--- config.mk ---
export PLATFORM = sky130hd
export DESIGN_NAME = message_segmentation_header_generator_core
export DESIGN_NICKNAME = d
export VERILOG_FILES = /design/src/rtl/mseg_pkg.sv /design/src/rtl/mseg_div.sv /design/src/rtl/message_segmentation_header_generator_core.sv
export SDC_FILE = /design/constraint.sdc
export NUM_CORES = 2
export LEC_CHECK = 0
export BUFFER_PORTS_ARGS = -buffer_cell sky130_fd_sc_hd__buf_2
export CAP_MARGIN = 25
export CORE_UTILIZATION = 48
export CTS_BUF_LIST = sky130_fd_sc_hd__clkbuf_16
export DETAILED_ROUTE_END_ITERATION = 10
export HOLD_SLACK_MARGIN = 0.06
export PLACE_DENSITY = 0.67
export SLEW_MARGIN = 30
export SYNTH_ARGS = -nofsm -noshare
export SYNTH_HDL_FRONTEND = slang
export SYNTH_SLANG_ARGS = --single-unit
--- constraint.sdc ---
create_clock -name i_clk -period 14.4 [get_ports i_clk]
set_input_delay 0.72 -clock i_clk [delete_from_list [all_inputs] [get_ports i_clk]]
set_output_delay 0.72 -clock i_clk [all_outputs]
set_load 0.005 [all_outputs]
--- src/rtl/mseg_pkg.sv ---
`default_nettype none

package mseg_pkg;

    localparam int unsigned LEN_W    = 32;
    localparam int unsigned NUM_W    = 64;
    localparam int unsigned OPCODE_W = 3;
    localparam int unsigned FLAG_W   = 8;
    localparam int unsigned CFG_IDX_W = 2;

    localparam logic [OPCODE_W-1:0] OP_START_AUTO = 3'd0;
    localparam logic [OPCODE_W-1:0] OP_START_EXPL = 3'd1;
    localparam logic [OPCODE_W-1:0] OP_CONTROL    = 3'd2;
    localparam logic [OPCODE_W-1:0] OP_NEXT       = 3'd3;
    localparam logic [OPCODE_W-1:0] OP_ABORT      = 3'd4;

    localparam logic [CFG_IDX_W-1:0] CFG_MIN_FRAG = 2'd0;
    localparam logic [CFG_IDX_W-1:0] CFG_MAX_FRAG = 2'd1;

    localparam logic [LEN_W-1:0] MIN_FRAG_RESET = 32'd64;
    localparam logic [LEN_W-1:0] MAX_FRAG_RESET = 32'd65536;

    localparam logic [LEN_W-1:0] TIER_SMALL_MAX = 32'd1024;
    localparam logic [LEN_W-1:0] TIER_MID_MAX   = 32'd1048576;
    localparam logic [LEN_W-1:0] TIER_LARGE_MAX = 32'd10485760;
    localparam logic [LEN_W-1:0] TIER_MID_SIZE  = 32'd16384;
    localparam logic [LEN_W-1:0] TIER_LARGE_SIZE = 32'd32768;
    localparam logic [LEN_W-1:0] TIER_HUGE_SIZE = 32'd65536;

    localparam int unsigned DIV_CNT_W = $clog2(LEN_W);

    typedef enum logic [1:0] {
        S_IDLE,
        S_CLAMP,
        S_DIV,
        S_EMIT
    } t_state;

    typedef struct packed {
        logic [NUM_W-1:0]  message_number;
        logic [LEN_W-1:0]  whole_length;
        logic [LEN_W-1:0]  piece_length;
        logic [LEN_W-1:0]  piece_index;
        logic [LEN_W-1:0]  piece_count;
        logic [LEN_W-1:0]  byte_offset;
        logic              final_piece;
        logic              is_control;
        logic [FLAG_W-1:0] flag_byte;
    } t_header;

    typedef struct packed {
        logic             start;
        logic [LEN_W-1:0] dividend;
        logic [LEN_W-1:0] divisor;
    } t_div_req;

    typedef struct packed {
        logic             done;
        logic [LEN_W-1:0] quotient;
        logic [LEN_W-1:0] remainder;
    } t_div_rsp;

endpackage

`default_nettype wire

--- src/rtl/mseg_div.sv ---
`default_nettype none

module mseg_div (
    input  wire logic              i_clk,
    input  wire logic              i_rst_n,
    input  wire mseg_pkg::t_div_req i_req,
    output mseg_pkg::t_div_rsp     o_rsp
);
    import mseg_pkg::*;

    logic [LEN_W-1:0]     r_quot;
    logic [LEN_W-1:0]     r_rem;
    logic [LEN_W-1:0]     r_div;
    logic [DIV_CNT_W-1:0] r_cnt;
    logic                 r_busy;
    logic                 r_done;

    logic [LEN_W:0] w_trial;
    logic [LEN_W:0] w_diff;
    logic           w_fits;

    // one quotient bit per cycle, restoring
    assign w_trial = {r_rem, r_quot[LEN_W-1]};
    assign w_diff  = w_trial - {1'b0, r_div};
    assign w_fits  = (w_trial >= {1'b0, r_div});

    always_ff @(posedge i_clk) begin
        if (!i_rst_n) begin
            r_busy <= 1'b0;
            r_done <= 1'b0;
            r_cnt  <= '0;
        end else begin
            r_done <= 1'b0;
            if (i_req.start) begin
                r_busy <= 1'b1;
                r_cnt  <= '0;
            end else if (r_busy) begin
                r_cnt <= r_cnt + DIV_CNT_W'(1);
                if (r_cnt == DIV_CNT_W'(LEN_W - 1)) begin
                    r_busy <= 1'b0;
                    r_done <= 1'b1;
                end
            end
        end
    end

    always_ff @(posedge i_clk) begin
        if (i_req.start) begin
            r_quot <= i_req.dividend;
            r_rem  <= '0;
            r_div  <= i_req.divisor;
        end else if (r_busy) begin
            r_quot <= {r_quot[LEN_W-2:0], w_fits};
            r_rem  <= w_fits ? w_diff[LEN_W-1:0] : w_trial[LEN_W-1:0];
        end
    end

    assign o_rsp.done      = r_done;
    assign o_rsp.quotient  = r_quot;
    assign o_rsp.remainder = r_rem;

endmodule

`default_nettype wire

--- src/rtl/message_segmentation_header_generator_core.sv ---
`default_nettype none

// Fragment header generator. A start opcode (auto-sized or explicit) picks a
// fragment size, clamps it to the min/max registers and divides the message
// length by it on a bit-serial divider: the first header of a start is
// registered after the clamp state, the divider run, taking the count and the
// emit state (later while the output stalls), and the input stalls meanwhile.
// Next, control and abort words are handled in the idle state without leaving
// it. The output is a single register; the input stalls while a header waits
// and the output side stalls. An empty message consumes a message number and
// produces nothing. Config writes are always ready.
module message_segmentation_header_generator_core (
    input  wire logic                               i_clk,
    input  wire logic                               i_rst_n,
    input  wire logic                               i_valid,
    output logic                                    o_stall,
    input  wire logic [mseg_pkg::OPCODE_W-1:0]      i_opcode,
    input  wire logic [mseg_pkg::LEN_W-1:0]         i_message_bytes,
    input  wire logic [mseg_pkg::LEN_W-1:0]         i_requested_size,
    input  wire logic [mseg_pkg::FLAG_W-1:0]        i_control_bits,
    output logic                                    o_valid,
    input  wire logic                               i_stall,
    output logic [mseg_pkg::NUM_W-1:0]              o_message_number,
    output logic [mseg_pkg::LEN_W-1:0]              o_whole_length,
    output logic [mseg_pkg::LEN_W-1:0]              o_piece_length,
    output logic [mseg_pkg::LEN_W-1:0]              o_piece_index,
    output logic [mseg_pkg::LEN_W-1:0]              o_piece_count,
    output logic [mseg_pkg::LEN_W-1:0]              o_byte_offset,
    output logic                                    o_final_piece,
    output logic                                    o_is_control,
    output logic [mseg_pkg::FLAG_W-1:0]             o_flag_byte,
    input  wire logic                               i_cfg_valid,
    output logic                                    o_cfg_ready,
    input  wire logic [mseg_pkg::CFG_IDX_W-1:0]     i_cfg_index,
    input  wire logic [mseg_pkg::LEN_W-1:0]         i_cfg_data
);
    import mseg_pkg::*;

    t_state           r_state,    n_state;
    logic [LEN_W-1:0] r_min_frag;
    logic [LEN_W-1:0] r_max_frag;
    logic [NUM_W-1:0] r_next_num, n_next_num;
    logic [NUM_W-1:0] r_act_num,  n_act_num;
    logic             r_in_prog,  n_in_prog;
    logic [LEN_W-1:0] r_index,    n_index;
    logic [LEN_W-1:0] r_total,    n_total;
    logic [LEN_W-1:0] r_len,      n_len;
    logic [LEN_W-1:0] r_size,     n_size;
    logic [LEN_W-1:0] r_offset,   n_offset;
    logic             r_out_valid, n_out_valid;
    t_header          r_hdr,      n_hdr;

    logic             w_out_free;
    logic             w_accept;
    logic [LEN_W-1:0] w_tier;
    logic [LEN_W-1:0] w_raised;
    logic [LEN_W-1:0] w_capped;
    logic [LEN_W-1:0] w_clamped;
    logic [LEN_W-1:0] w_rest;
    logic [LEN_W-1:0] w_piece;
    logic             w_last;
    logic [LEN_W-1:0] w_count;
    t_div_req         w_div_req;
    t_div_rsp         w_div_rsp;

    mseg_div u_div (
        .i_clk   (i_clk),
        .i_rst_n (i_rst_n),
        .i_req   (w_div_req),
        .o_rsp   (w_div_rsp)
    );

    assign w_out_free = !r_out_valid || !i_stall;
    assign o_stall    = (r_state != S_IDLE) || !w_out_free;
    assign w_accept   = i_valid && !o_stall;
    assign o_cfg_ready = 1'b1;

    always_comb begin
        if (i_message_bytes <= TIER_SMALL_MAX) begin
            w_tier = i_message_bytes;
        end else if (i_message_bytes <= TIER_MID_MAX) begin
            w_tier = TIER_MID_SIZE;
        end else if (i_message_bytes <= TIER_LARGE_MAX) begin
            w_tier = TIER_LARGE_SIZE;
        end else begin
            w_tier = TIER_HUGE_SIZE;
        end
    end

    // max wins over min; zero becomes one
    assign w_raised  = (r_size < r_min_frag) ? r_min_frag : r_size;
    assign w_capped  = (w_raised > r_max_frag) ? r_max_frag : w_raised;
    assign w_clamped = (w_capped == '0) ? LEN_W'(1) : w_capped;

    assign w_div_req.start    = (r_state == S_CLAMP);
    assign w_div_req.dividend = r_len;
    assign w_div_req.divisor  = w_clamped;

    assign w_count = w_div_rsp.quotient + LEN_W'(w_div_rsp.remainder != '0);

    assign w_rest  = r_len - r_offset;
    assign w_piece = (w_rest < r_size) ? w_rest : r_size;
    assign w_last  = ((r_index + LEN_W'(1)) == r_total);

    always_comb begin
        logic do_emit;
        do_emit     = 1'b0;
        n_state     = r_state;
        n_next_num  = r_next_num;
        n_act_num   = r_act_num;
        n_in_prog   = r_in_prog;
        n_index     = r_index;
        n_total     = r_total;
        n_len       = r_len;
        n_size      = r_size;
        n_offset    = r_offset;
        n_out_valid = r_out_valid && i_stall;
        n_hdr       = r_hdr;

        case (r_state)
            S_IDLE: begin
                if (w_accept) begin
                    case (i_opcode)
                        OP_START_AUTO, OP_START_EXPL: begin
                            n_len      = i_message_bytes;
                            n_size     = (i_opcode == OP_START_AUTO) ? w_tier
                                                                     : i_requested_size;
                            n_act_num  = r_next_num;
                            n_next_num = r_next_num + NUM_W'(1);
                            n_in_prog  = 1'b0;
                            n_state    = S_CLAMP;
                        end
                        OP_CONTROL: begin
                            n_out_valid          = 1'b1;
                            n_hdr.message_number = r_next_num;
                            n_hdr.whole_length   = i_message_bytes;
                            n_hdr.piece_length   = i_message_bytes;
                            n_hdr.piece_index    = '0;
                            n_hdr.piece_count    = LEN_W'(1);
                            n_hdr.byte_offset    = '0;
                            n_hdr.final_piece    = 1'b1;
                            n_hdr.is_control     = 1'b1;
                            n_hdr.flag_byte      = i_control_bits;
                            n_next_num           = r_next_num + NUM_W'(1);
                        end
                        OP_NEXT: begin
                            do_emit = r_in_prog;
                        end
                        OP_ABORT: begin
                            n_in_prog = 1'b0;
                        end
                        default: begin
                        end
                    endcase
                end
            end
            S_CLAMP: begin
                n_size  = w_clamped;
                n_state = S_DIV;
            end
            S_DIV: begin
                if (w_div_rsp.done) begin
                    n_total  = w_count;
                    n_index  = '0;
                    n_offset = '0;
                    if (w_count == '0) begin
                        n_state = S_IDLE;
                    end else begin
                        n_in_prog = 1'b1;
                        n_state   = S_EMIT;
                    end
                end
            end
            S_EMIT: begin
                if (w_out_free) begin
                    do_emit = 1'b1;
                    n_state = S_IDLE;
                end
            end
            default: begin
                n_state = S_IDLE;
            end
        endcase

        if (do_emit) begin
            n_out_valid          = 1'b1;
            n_hdr.message_number = r_act_num;
            n_hdr.whole_length   = r_len;
            n_hdr.piece_length   = w_piece;
            n_hdr.piece_index    = r_index;
            n_hdr.piece_count    = r_total;
            n_hdr.byte_offset    = r_offset;
            n_hdr.final_piece    = w_last;
            n_hdr.is_control     = 1'b0;
            n_hdr.flag_byte      = '0;
            if (w_last) begin
                n_in_prog = 1'b0;
            end else begin
                n_index  = r_index + LEN_W'(1);
                n_offset = r_offset + r_size;
            end
        end
    end

    always_ff @(posedge i_clk) begin
        if (!i_rst_n) begin
            r_state     <= S_IDLE;
            r_next_num  <= '0;
            r_act_num   <= '0;
            r_in_prog   <= 1'b0;
            r_index     <= '0;
            r_total     <= '0;
            r_len       <= '0;
            r_size      <= '0;
            r_offset    <= '0;
            r_out_valid <= 1'b0;
        end else begin
            r_state     <= n_state;
            r_next_num  <= n_next_num;
            r_act_num   <= n_act_num;
            r_in_prog   <= n_in_prog;
            r_index     <= n_index;
            r_total     <= n_total;
            r_len       <= n_len;
            r_size      <= n_size;
            r_offset    <= n_offset;
            r_out_valid <= n_out_valid;
        end
    end

    always_ff @(posedge i_clk) begin
        r_hdr <= n_hdr;
    end

    always_ff @(posedge i_clk) begin
        if (!i_rst_n) begin
            r_min_frag <= MIN_FRAG_RESET;
            r_max_frag <= MAX_FRAG_RESET;
        end else if (i_cfg_valid && o_cfg_ready) begin
            case (i_cfg_index)
                CFG_MIN_FRAG: r_min_frag <= i_cfg_data;
                CFG_MAX_FRAG: r_max_frag <= i_cfg_data;
                default: begin
                end
            endcase
        end
    end

    assign o_valid          = r_out_valid;
    assign o_message_number = r_hdr.message_number;
    assign o_whole_length   = r_hdr.whole_length;
    assign o_piece_length   = r_hdr.piece_length;
    assign o_piece_index    = r_hdr.piece_index;
    assign o_piece_count    = r_hdr.piece_count;
    assign o_byte_offset    = r_hdr.byte_offset;
    assign o_final_piece    = r_hdr.final_piece;
    assign o_is_control     = r_hdr.is_control;
    assign o_flag_byte      = r_hdr.flag_byte;

    a_div_done_in_div: assert property (@(posedge i_clk) disable iff (!i_rst_n)
        w_div_rsp.done |-> (r_state == S_DIV))
        else $error("divider finished outside the divide state");

    a_index_in_range: assert property (@(posedge i_clk) disable iff (!i_rst_n)
        r_in_prog |-> (r_index < r_total))
        else $error("fragment index past fragment count");

    a_offset_in_range: assert property (@(posedge i_clk) disable iff (!i_rst_n)
        r_in_prog |-> (r_offset < r_len))
        else $error("fragment offset past message end");

    a_data_piece_nonempty: assert property (@(posedge i_clk) disable iff (!i_rst_n)
        (o_valid && !o_is_control) |-> (o_piece_length != '0))
        else $error("empty data fragment");

endmodule

`default_nettype wire

==> flow_summary_export.csv <==
group,metric,value,unit
clocking,cts_tree,"yes",
sta,tns,0,ns
critical_path,path_max_fanout,33,
place,portBuffers,349,
sta,hold_viol,0,
sta,fin_crit,7.802,ns
clocking,cts_buffers,78,
synthesis,synth_edf_count,289,
worst_hold_path,hp-class,"input pin to flop",
sta,worst_pin_slew,1.002,ns
synthesis,synth_area_leader_cell,"edfxtp_1",
power,comb_power_share,37.2,%
place,globalplace.congestion,0.9414,
critical_path,cp.required,14.93,ns
run_status,status,"complete, no violations",
die,die_w,280.0,um
global_route,grt_pass1_wl,177500,um
die,core-area,76200,sq um
sta,clock-skew-final,0.03615,ns
drt,dr.pass1.iters,6,
power,internal_power,4.527,mW
finish,post_route_cells_drive_above_1_share,12.71,%
synthesis,synth_mux_area_share,1.986,%
die,start_util,48.69,%
critical_path,cp_data_arrival_time,8.33,ns
sta,fin_crit_sh,54.18,%
synthesis,netlist_area,37110,sq um
finish,final_area,42280,sq um
global_route,grt_max_degree,140,
power,ir_drop,0.0001093,V
power,p_leak,16.48,nW
synthesis,synth_compound_area_share,15.57,%
global_route,antenna_found_initial,11,
clocking,holdBufCountCts,0,
drt,drt-initial-drc-count,3170,
clocking,cts_setup_buffers,0,
run,cap_violations,0,
die,pin_count,351,
power,switching_share,38.39,%
critical_path,worstSetupPathType,"flop to flop",
synthesis,synth_nets,4585,
global_route,globalRoute.totalOverflow,0,
place,place_hpwl,85310,um
synthesis,synthTopCellsByArea,"edfxtp_1, dfxtp_1, nand2_1",
sta,fmax,128.2,MHz
die,die_y,280.0,um
finish,areaGrowthSynthToFinish,13.93,%
drt,vias,32330,
place,pre_cts_ws,6.765,ns
drt,vias_per_cell,5.777,
synthesis,ys_async_sr_fraction,0,%
synthesis,netlist_instances,4270,
clocking,clockBufferDepth,3,
synthesis,seq_area_frac_synth,45.18,%
sta,max_slew_margin,32.95,%
power,power_frac_seq,35.0,%
power,p_clk_share,27.8,%
finish,final_cells,5596,
sta,rsz0062_at_grt,"false",
sta,fin_ws,6.598,ns
place,place_inst,5445,
sta,setup_viol,0,
sta,slew_viol_final,0,
synthesis,synth_top_family_by_area,"simple AND/OR/NAND/NOR gates",
die,rows,101,
synthesis,ys_warn_count,0,
clocking,path_clk_slew,0.06,ns
synthesis,synth_fa_ha_area_share,6.838,%
synthesis,netlist.area_leader.share,23.39,%
die,die_area,78420,sq um
finish,final_util,55.48,%
clocking,cts_sinks,693,
global_route,first_global_vias,30180,
critical_path,cp-start-kind,"flop",
clocking,cts.root.buffer_cell,"clkbuf_16",
finish,final_nets,4812,
synthesis,synth_xor_area_share,4.556,%
clocking,clock_latency,0.65,ns
drt,routedWlPerCell,21.06,um
synthesis,synth-seq-cells,693,
drt,wl,117800,um
power,p_sw,2.821,mW
synthesis,syn_avg_cell_area,8.690,sq um
clocking,htree_levels,3,
power,power_density,173.8,nW/um^2
synthesis,synthSimpleGateAreaFrac,21.20,%
synthesis,synthDistinctLibCells,83,
global_route,track_usage,29.37,%
clocking,cts_resized,0,
drt,drtAntennaViolNets,0,
synthesis,synth-main-ff-cell,"dfxtp_1",
critical_path,cp-end-kind,"flop",
drt,route.detailed.drc,0,
place,place_area,39570,sq um
==> worst paths after layout <==
check / cells after the start / slack (ns) / startpoint / endpoint
max: 22 / 6.60 / r_min_frag[2] / r_size[0]
min: 3 / 0.30 / i_control_bits[0] / o_flag_byte[0]
max reg2reg: 22 / 6.60 / r_min_frag[2] / r_size[0]
min reg2reg: 2 / 0.45 / r_act_num[54] / r_act_num[54]
==> synthesized netlist by cell type (17+ instances only) <==
cell	instances
and3_1	33
o21ai_0	181
dfxtp_1	404
a211oi_1	92
nand2b_1	23
and4_1	17
o31ai_1	19
xor2_1	85
nor4_1	28
nand2_1	698
nand4_1	55
nor2b_1	30
a21oi_1	387
mux2i_1	32
o211ai_1	19
a221oi_1	22
inv_1	208
clkbuf_1	191
o21a_1	21
and2_1	88
xnor2_1	108
nor2_1	362
nor3_1	70
edfxtp_1	289
mux2_2	37
buf_2	20
nand3_1	212
a21o_1	53
buf_1	18
ha_1	198
a31oi_1	53
or3_1	44
==> registers in the layout (all words and copies together), names as in the netlist, 5 cells and up <==
signal            flops
o_message_number     64
r_act_num            64
r_next_num           64
o_byte_offset        32
o_piece_count        32
o_piece_index        32
o_piece_length       32
o_whole_length       32
r_index              32
r_len                32
r_max_frag           32
r_min_frag           32
r_offset             32
r_size               32
r_total              32
u_div.r_div          32
u_div.r_quot         32
u_div.r_rem          32
o_flag_byte           8
u_div.r_cnt           5
==> power groups by stage <==
stage | registers [mW] | logic, mW | clock network (mW)
after global routing | 2.59 | 2.99 | 2.15
after detailed placement | 2.60 | 2.68 | 0
after floorplan | 2.51 | 1.96 | 0
final | 2.57 | 2.74 | 2.04
after global placement | 2.60 | 2.67 | 0
after CTS | 2.56 | 2.69 | 2.07
==> per-layer routing <==
metal  share of wire, %  track usage (%)  vias up
li1                   -                -    15540
met1                 43            40.08    15370
met2                 45            46.91     1178
met3                7.6            4.655      231
met4                3.6            10.79        8
met5              0.039                0        -
==> area by class of cell <==
type	count	area, sq um
clock inverter	68	709.4
antenna	3	7.507
tap	1030	1289
timing repair buffer	384	2044
sequential	693	16770
multi-input combinational	3131	18710
inverter	209	792.0
fill	7076	33930
clock buffer	78	1952
==> placed cells by master (no fill, tap or decap), drive strengths merged, types with 22 or more instances in the layout <==
cell type	count
a211oi	92
nor3	71
clkinv	31
xor2	85
a21oi	387
edfxtp	289
or3	44
mux2	37
inv	231
a31oi	53
buf	384
dfxtp	404
nand2	698
a221oi	22
mux2i	32
nor4	28
o21ai	194
nand4	55
nand2b	23
nor2b	30
a21o	53
and2	90
nand3	213
nor2	363
and3	33
clkbuf	78
ha	198
xnor2	108
==> cell families (layout without fill, tap and decap cells) <==
kind of cell,after synthesis,after routing
AOI/OAI and AO/OA,952,952
xor gates and xnor gates,193,193
adders and majority gates,201,201
buffers and inverters,446,739
DFF,693,693
muxes,69,69
other,1,4
and+or+nand+nor,1715,1715
==> through the flow <==
step	hold WS, ns	total power, mW
3_5_place_dp	0.4467	5.279
2_1_floorplan	0.4363	4.474
5_1_grt	0.2979	7.727
3_3_place_gp	0.4407	5.269
6_report	0.3029	7.348
4_1_cts	0.2750	7.326
==> worst max-delay path, cell delays in order, from the launching register on <==
cell and delay [ns]:
dfxtp_1 0.35, inv_1 0.06, ha_1 0.29, a211o_1 0.12, a31oi_1 0.05, or4_1 0.55, a21oi_1 0.22, o211a_1 0.60
nor2_1 0.37, o21ai_0 0.32, ha_1 0.30, a21oi_1 0.17, a2bb2oi_1 0.17, a21oi_1 0.07, or4_1 0.56, a22oi_2 0.80
or2_2 0.76, a31oi_1 0.24, or4_1 0.58, nor4b_1 0.41, a41o_1 0.25, nor3_1 0.07, a2111oi_0 0.38
(Power assumes the default switching activity.)
